<file path="config.mk">
export PLATFORM = sky130hd
export DESIGN_NAME = imuoi_mac
export DESIGN_NICKNAME = d
export VERILOG_FILES = /design/src/rtl/imuoi_pkg.sv /design/src/rtl/imuoi_mac.sv
export SDC_FILE = /design/constraint.sdc
export NUM_CORES = 2
export LEC_CHECK = 0
export BUFFER_PORTS_ARGS = -buffer_cell sky130_fd_sc_hd__buf_2
export CORE_MARGIN = 3
export CORE_UTILIZATION = 23
export CTS_CLUSTER_SIZE = 10
export DETAILED_ROUTE_END_ITERATION = 16
export PLACE_DENSITY = 0.49
export SETUP_SLACK_MARGIN = 0.05
export SYNTH_ARGS = -nofsm -noshare
export SYNTH_HDL_FRONTEND = slang
export SYNTH_SLANG_ARGS = --single-unit
export TNS_END_PERCENT = 20
</file>
<file path="constraint.sdc">
create_clock -name clk -period 7.1 [get_ports clk]
set_input_delay 0.355 -clock clk [delete_from_list [all_inputs] [get_ports clk]]
set_output_delay 0.355 -clock clk [all_outputs]
set_load 0.05 [all_outputs]
</file>
<file path="src/rtl/imuoi_pkg.sv">
`timescale 1ns / 1ps

package imuoi_pkg;

    // port widths
    localparam int S_DATA_W = 152;
    localparam int M_DATA_W = 240;
    localparam int CFG_AW   = 4;
    localparam int CFG_DW   = 32;

    // shared multiply-accumulate unit
    localparam int MA_W   = 36;
    localparam int MB_W   = 24;
    localparam int PROD_W = 60;
    localparam int ACC_W  = 64;

    // rotation unit
    localparam int CORDIC_STEPS = 24;
    localparam int CX_W         = 34;
    localparam int CZ_W         = 33;
    localparam logic signed [CX_W-1:0] CORDIC_X0 = 34'sd652032874;

    // heading step gain, round(2^44 / (2 pi 10^6))
    localparam logic signed [MB_W-1:0] HEAD_K = 24'sd2799883;

    typedef enum logic [2:0] {
        DST_REL,
        DST_MNT,
        DST_N2,
        DST_TMP,
        DST_POSX,
        DST_POSY,
        DST_HEAD
    } mac_dst_t;

    // issue control for one product term
    typedef struct packed {
        logic     en;
        logic     clr;
        logic     neg;
        logic     last;
        mac_dst_t dst;
        logic [1:0] idx;
    } mac_ctl_t;

    // a finished sum waiting in the accumulator
    typedef struct packed {
        logic     valid;
        mac_dst_t dst;
        logic [1:0] idx;
    } mac_fin_t;

    // arctangent of 2^-i as a binary angle
    function automatic logic [29:0] atan_angle(input logic [4:0] i);
        logic [29:0] v;
        begin
            case (i)
                5'd0:    v = 30'd536870912;
                5'd1:    v = 30'd316933406;
                5'd2:    v = 30'd167458907;
                5'd3:    v = 30'd85004756;
                5'd4:    v = 30'd42667331;
                5'd5:    v = 30'd21354465;
                5'd6:    v = 30'd10679838;
                5'd7:    v = 30'd5340245;
                5'd8:    v = 30'd2670163;
                5'd9:    v = 30'd1335087;
                5'd10:   v = 30'd667544;
                5'd11:   v = 30'd333772;
                5'd12:   v = 30'd166886;
                5'd13:   v = 30'd83443;
                5'd14:   v = 30'd41722;
                5'd15:   v = 30'd20861;
                5'd16:   v = 30'd10430;
                5'd17:   v = 30'd5215;
                5'd18:   v = 30'd2608;
                5'd19:   v = 30'd1304;
                5'd20:   v = 30'd652;
                5'd21:   v = 30'd326;
                5'd22:   v = 30'd163;
                5'd23:   v = 30'd81;
                default: v = 30'd0;
            endcase
            return v;
        end
    endfunction

    // sign of term t in component g of a hamilton product
    function automatic logic ham_neg(input logic [1:0] g, input logic [1:0] t);
        logic n;
        begin
            case (g)
                2'd0:    n = (t != 2'd0);
                2'd1:    n = (t == 2'd3);
                2'd2:    n = (t == 2'd1);
                default: n = (t == 2'd2);
            endcase
            return n;
        end
    endfunction

    function automatic logic signed [15:0] sat16(input logic signed [ACC_W-1:0] v);
        logic signed [15:0] r;
        begin
            if (v > 64'sd32767)
                r = 16'sh7fff;
            else if (v < -64'sd32768)
                r = 16'sh8000;
            else
                r = 16'(v);
            return r;
        end
    endfunction

endpackage

</file>
<file path="src/rtl/imuoi_mac.sv">
`timescale 1ns / 1ps

module imuoi_mac (
    input  logic                                  clk,
    input  logic                                  rst_n,
    input  imuoi_pkg::mac_ctl_t                   ctl,
    input  logic signed [imuoi_pkg::MA_W-1:0]     a,
    input  logic signed [imuoi_pkg::MB_W-1:0]     b,
    output imuoi_pkg::mac_fin_t                   fin,
    output logic signed [imuoi_pkg::ACC_W-1:0]    acc
);
    import imuoi_pkg::*;

    logic signed [PROD_W-1:0] prod_reg;
    logic signed [PROD_W-1:0] prod_next;
    mac_ctl_t                 ctl_reg;
    logic signed [ACC_W-1:0]  acc_reg;
    logic signed [ACC_W-1:0]  acc_next;
    mac_fin_t                 fin_reg;
    logic signed [ACC_W-1:0]  prod_ext;
    logic signed [ACC_W-1:0]  term;
    logic signed [ACC_W-1:0]  base;

    assign prod_next = a * b;

    // accumulate, a cleared sum starts at its rounding offset, or at zero for the norm and temporary sums
    always_comb
    begin
        prod_ext = {{(ACC_W-PROD_W){prod_reg[PROD_W-1]}}, prod_reg};
        term     = ctl_reg.neg ? -prod_ext : prod_ext;
        if (ctl_reg.clr)
        begin
            case (ctl_reg.dst)
                DST_REL, DST_MNT, DST_POSX, DST_POSY: base = 64'sd16384;
                DST_HEAD:                             base = 64'sd8388608;
                default:                              base = '0;
            endcase
        end
        else
        begin
            base = acc_reg;
        end
        acc_next = base + term;
    end

    // pipeline control
    always_ff @(posedge clk or negedge rst_n)
    begin
        if (!rst_n)
        begin
            ctl_reg <= '0;
            fin_reg <= '0;
        end
        else
        begin
            ctl_reg       <= ctl;
            fin_reg.valid <= ctl_reg.en & ctl_reg.last;
            fin_reg.dst   <= ctl_reg.dst;
            fin_reg.idx   <= ctl_reg.idx;
        end
    end

    // product and sum
    always_ff @(posedge clk)
    begin
        prod_reg <= prod_next;
        if (ctl_reg.en)
            acc_reg <= acc_next;
    end

    assign fin = fin_reg;
    assign acc = acc_reg;

endmodule

</file>
== Yosys cells after proc, flatten, opt, wreduce, memory -nomap -nowiden ==
Cells that the tools add are included.
W data, S select, Z words.

* Multiply operators: 1
* Add/subtract/negate cells: 2
* Eq/ne operators: 4
* Multiplexer cells: 3
* Reductions and logical operators: 2
* Bitwise logic cells: 1

{| class="wikitable"
|+ Operators by type and width
! operator !! count
|-
| $mux W64 || 2
|-
| $add A64 B64 Y64 || 1
|-
| $neg A60 Y64 || 1
|-
| $mul A36 B24 Y60 || 1
|-
| $pmux W24 S2 || 1
|-
| $eq A3 B3 Y1 const B || 3
|-
| $reduce_or A4 Y1 || 1
|-
| $eq A3 B1 Y1 const B || 1
|-
| $logic_not A3 Y1 || 1
|-
| $and A1 B1 Y1 || 1
|}

* Flip-flop bits (word level): 139
* Output and inout bits: 70
* Bits of input ports: 71
* Logic and storage cells: 24

== Longest topological paths before layout ==
* Depth after elaboration: 5
* Mapped depth: 28
* Gate-level depth less buffers: 25

== Worst setup path before layout ==
OpenSTA, ideal clock, no wires.

* Path kind: input-to-reg
* Start: input port b[3] (netlist name)
* End: register prod_reg[52]
* Path buffers: 3
* Stages on the path: 23
* Arrival time: 7.061 ns
* Path slack: -0.043 ns
* Data required time: 7.018 ns
* Library setup time: 0.082 ns
* Cells stage by stage: clkbuf_1 > clkbuf_1 > nand2_1 > fa_1 > fa_1 > fa_1 > inv_1 > fa_1 > inv_1 > fa_1 > fa_1 > fa_1 > inv_1 > ha_1 > clkbuf_1 > and3_1 > nand4_1 > o311a_1 > a211o_1 > nand2_1 > a41oi_1 > or4b_2 > o2111ai_1

* Cells in the longest elaborated chain, start to end: 1

{| class="wikitable"
|+ Ends and longest elaborated chain
! what !! line !! RTL
|-
| start, declared || imuoi_mac.sv:8 || <nowiki>input logic signed [imuoi_pkg::MB_W-1:0] b,</nowiki>
|-
| $mul A36 B24 Y60 || imuoi_mac.sv:24 || <nowiki>assign prod_next = a * b;</nowiki>
|-
| named net prod_next[52] || imuoi_mac.sv:15 || <nowiki>logic signed [PROD_W-1:0] prod_next;</nowiki>
|-
| end signal, assigned || imuoi_mac.sv:66 || <nowiki>prod_reg <= prod_next;</nowiki>
|-
| end, declared || imuoi_mac.sv:14 || <nowiki>logic signed [PROD_W-1:0] prod_reg;</nowiki>
|}

The timed path passes the listed nets, and every way through them passes these cells.
A chain may end at the register's enable or synchronous reset.

== Final worst setup path ==
* Start: input port b[1] (netlist name)
* End: register prod_reg[39]

Same word-level chain as after synthesis.

==> impl_metrics.env <==
export IMPL_start_kind="input port"
export IMPL_outcome="complete, no violations"
export IMPL_clock_latency_ns=0.44
export IMPL_antenna_found_initial=11
export IMPL_coreArea_sq_mm=0.1683
export IMPL_finalCriticalPeriod_ns=6.711
export IMPL_synthDistinctLibCells=68
export IMPL_die_x_um=418.9
export IMPL_startpoint="b[1]"
export IMPL_final_common_cell="inv_1"
export IMPL_nets=5698
export IMPL_timing_final_max_slew_violations=0
export IMPL_cp_arrival_ns=7.08
export IMPL_timing_slew_headroom_pct=34.28
export IMPL_gp_congestion=0.8512
export IMPL_setup_tns_ns=0
export IMPL_drv_cap=0
export IMPL_worstSetupPathType="input port to register"
export IMPL_die_area_sq_mm=0.1755
export IMPL_grt_pass1_wl_um=187500
export IMPL_syn_avg_cell_area_sq_um=9.102
export IMPL_initial_core_util_pct=23.29
export IMPL_grt_overflow=0
export IMPL_portBuffers=140
export IMPL_path_max_fanout=10
export IMPL_wl_per_cell_um=17.35
export IMPL_synthesis_nets=5473
export IMPL_routed_wl_um=117200
export IMPL_netlist_area_sq_mm=0.03921
export IMPL_synthToLayoutAreaGrowth_pct=14.29
export IMPL_ant_nets=0
export IMPL_grt_max_degree=66
export IMPL_rr_startpoint="prod_reg[9]"
export IMPL_synthArstFlopShare_pct=10.79
export IMPL_dr_pass1_iters=5
export IMPL_hold_violations=0
export IMPL_layout_common_cells="inv_1, fa_1, nand2_1"
export IMPL_vias=29091
export IMPL_rows=150
export IMPL_h_tree_depth=4
export IMPL_ys_seq_area_share_pct=8.922
export IMPL_drtIter0Drc=1466
export IMPL_finalCritPeriodShare_pct=94.51
export IMPL_clkSinkCount=139
export IMPL_dp_final_hpwl_um=103300
export IMPL_final_util_pct=26.62
export IMPL_grt_usage_pct=13.66
export IMPL_worstPathRequired_ns=7.47
export IMPL_hold_class="input port to register"
export IMPL_worst_pin_slew_ns=0.9858
export IMPL_cts_tree="built"
export IMPL_clockBufferDepth=2
export IMPL_cts_buffers_inserted=17
export IMPL_fillers=18057
export IMPL_path_clk_slew_ns=0.06
export IMPL_avgViaCountPerCell=4.307
export IMPL_yosys_most_used_dff="edfxtp_1"
export IMPL_worstHoldStart="ctl[7]"
export IMPL_clock_fmax_ghz=0.1490
export IMPL_ys_ff_latch=139
export IMPL_rsz0062_at_grt="yes"
export IMPL_drc=0
export IMPL_final_setup_viol_count=0
export IMPL_ys_warnings_count=0
export IMPL_clock_root_buffer="clkbuf_16"
export IMPL_layout_drive_gt1_share_pct=10.21
export IMPL_grt_pass1_vias=31892
export IMPL_die_h_um=418.9
export IMPL_largest_reg_flops=64
export IMPL_skew_ns=0.01524
export IMPL_synthCells=4308
export IMPL_io_pins=141
export IMPL_synth_edff_count=64
export IMPL_worstSetupEndpointType="register"
worst paths after layout:
path,slack (ns),cells past startpoint,end
setup / recovery,0.39,24,prod_reg[39]
hold / removal,0.04,1,ctl_reg[7]
setup reg to reg,0.93,16,acc[54]
hold reg to reg,0.35,0,fin[1]
max in group asynchronous,6.47,2,ctl_reg[8]
min in group asynchronous,0.36,2,ctl_reg[2]
through the flow:
step                      cell area (sq um)  hold slack (ns)  instances  setup slack (ns)
after global routing                  44810          0.01115       6752           0.03948
after CTS                             44790        0.0007178       6749            0.3042
final                                 44810          0.03744       6754            0.3895
after global placement                44140           0.2780       6710           -0.1727
after detailed placement              44140           0.2866       6710           -0.1668
after floorplan                       39220          0.05941       4308           0.05802
synthesized netlist by cell type (4+ instances only):
cell type | count | share of area, %
inv_1 | 915 | 8.8
fa_1 | 872 | 45
nand2_1 | 532 | 5.1
and2_1 | 411 | 6.6
ha_1 | 222 | 7.1
clkbuf_1 | 202 | 1.9
xnor2_1 | 134 | 3.0
a21oi_1 | 124 | 1.6
nor2_1 | 99 | 0.95
o21ai_0 | 89 | 1.1
a21o_1 | 74 | 1.4
nor2b_1 | 70 | 1.1
edfxtp_1 | 64 | 4.9
dfxtp_1 | 60 | 3.1
xor2_1 | 43 | 0.96
nor3_1 | 29 | 0.37
o21bai_1 | 27 | 0.52
nand4_1 | 26 | 0.41
nand2b_1 | 24 | 0.38
and3_1 | 23 | 0.37
a31oi_1 | 21 | 0.34
nand3_1 | 21 | 0.27
o31ai_1 | 21 | 0.40
or3_1 | 16 | 0.26
dfrtp_1 | 15 | 0.96
a211oi_1 | 14 | 0.27
o211ai_1 | 13 | 0.25
or4_1 | 12 | 0.23
o21a_1 | 10 | 0.19
o41ai_1 | 10 | 0.22
and4_1 | 9 | 0.20
or2_2 | 9 | 0.14
a221o_1 | 7 | 0.18
nor4_1 | 6 | 0.096
o311ai_0 | 6 | 0.13
a2111oi_0 | 5 | 0.11
a311oi_1 | 5 | 0.11
buf_1 | 5 | 0.048
o221ai_1 | 5 | 0.11
a211o_1 | 4 | 0.089
critical path, stage by stage:
cell and delay, ns:
buf_2 0.20, buf_4 0.21, and2_1 0.18, fa_1 0.53, inv_1 0.07, fa_1 0.54, fa_1 0.54, fa_1 0.55
inv_1 0.07, fa_1 0.51, fa_1 0.49, inv_1 0.05, fa_1 0.48, inv_1 0.04, ha_1 0.28, and4_1 0.19
and4_1 0.20, and2_1 0.16, a221o_1 0.33, a21o_1 0.19, a31oi_1 0.25, o21bai_1 0.15, a311oi_1 0.33, xnor2_1 0.15
cell type report:
| class | instances | area (sq um) | area share (%) |
|---|---|---|---|
| Tap cell | 2204 | 2758 | 6.154 |
| Clock buffer | 19 | 432.9 | 0.9660 |
| Multi-Input combinational cell | 3047 | 31510 | 70.31 |
| Timing Repair Buffer | 413 | 3028 | 6.757 |
| Inverter | 915 | 3435 | 7.664 |
| Clock inverter | 12 | 136.4 | 0.3043 |
| Sequential cell | 139 | 3502 | 7.815 |
| Antenna cell | 5 | 12.51 | 0.02792 |
kinds of logic (layout without fill, tap and decap cells):
kind of cell    after synthesis  count (layout)  share of synthesized area, %
buf+inv                    1122            1359                         10.74
fa+ha+maj                  1094            1094                         51.60
xor+xnor                    177             177                         3.954
other cells                   0               5                             0
simple gates               1305            1305                         16.87
mux                           5               5                        0.1340
compound gates              466             466                         7.776
flops                       139             139                         8.922
what timing repair did:
action / CTS / global route
hold endpoints to repair: 22 / 0
resized for setup: 0 / 7
setup endpoints to repair: 0 / 13
hold buffers: 8 / 0
setup buffers: 0 / 0
per-layer routing:
layer	share of wire (%)	wire length [um]	up-vias	GRT usage (%)
met1	47	54910	14895	18.80
met3	3.9	4570	98	1.495
met2	47	55320	582	23.04
met4	2.0	2345	6	2.987
met5	0.033	39	-	0
li1	-	-	13510	-
Power is left out: the tool's default activity adds up to more than one toggle a clock period on the data nets, which glitch-free logic cannot reach.
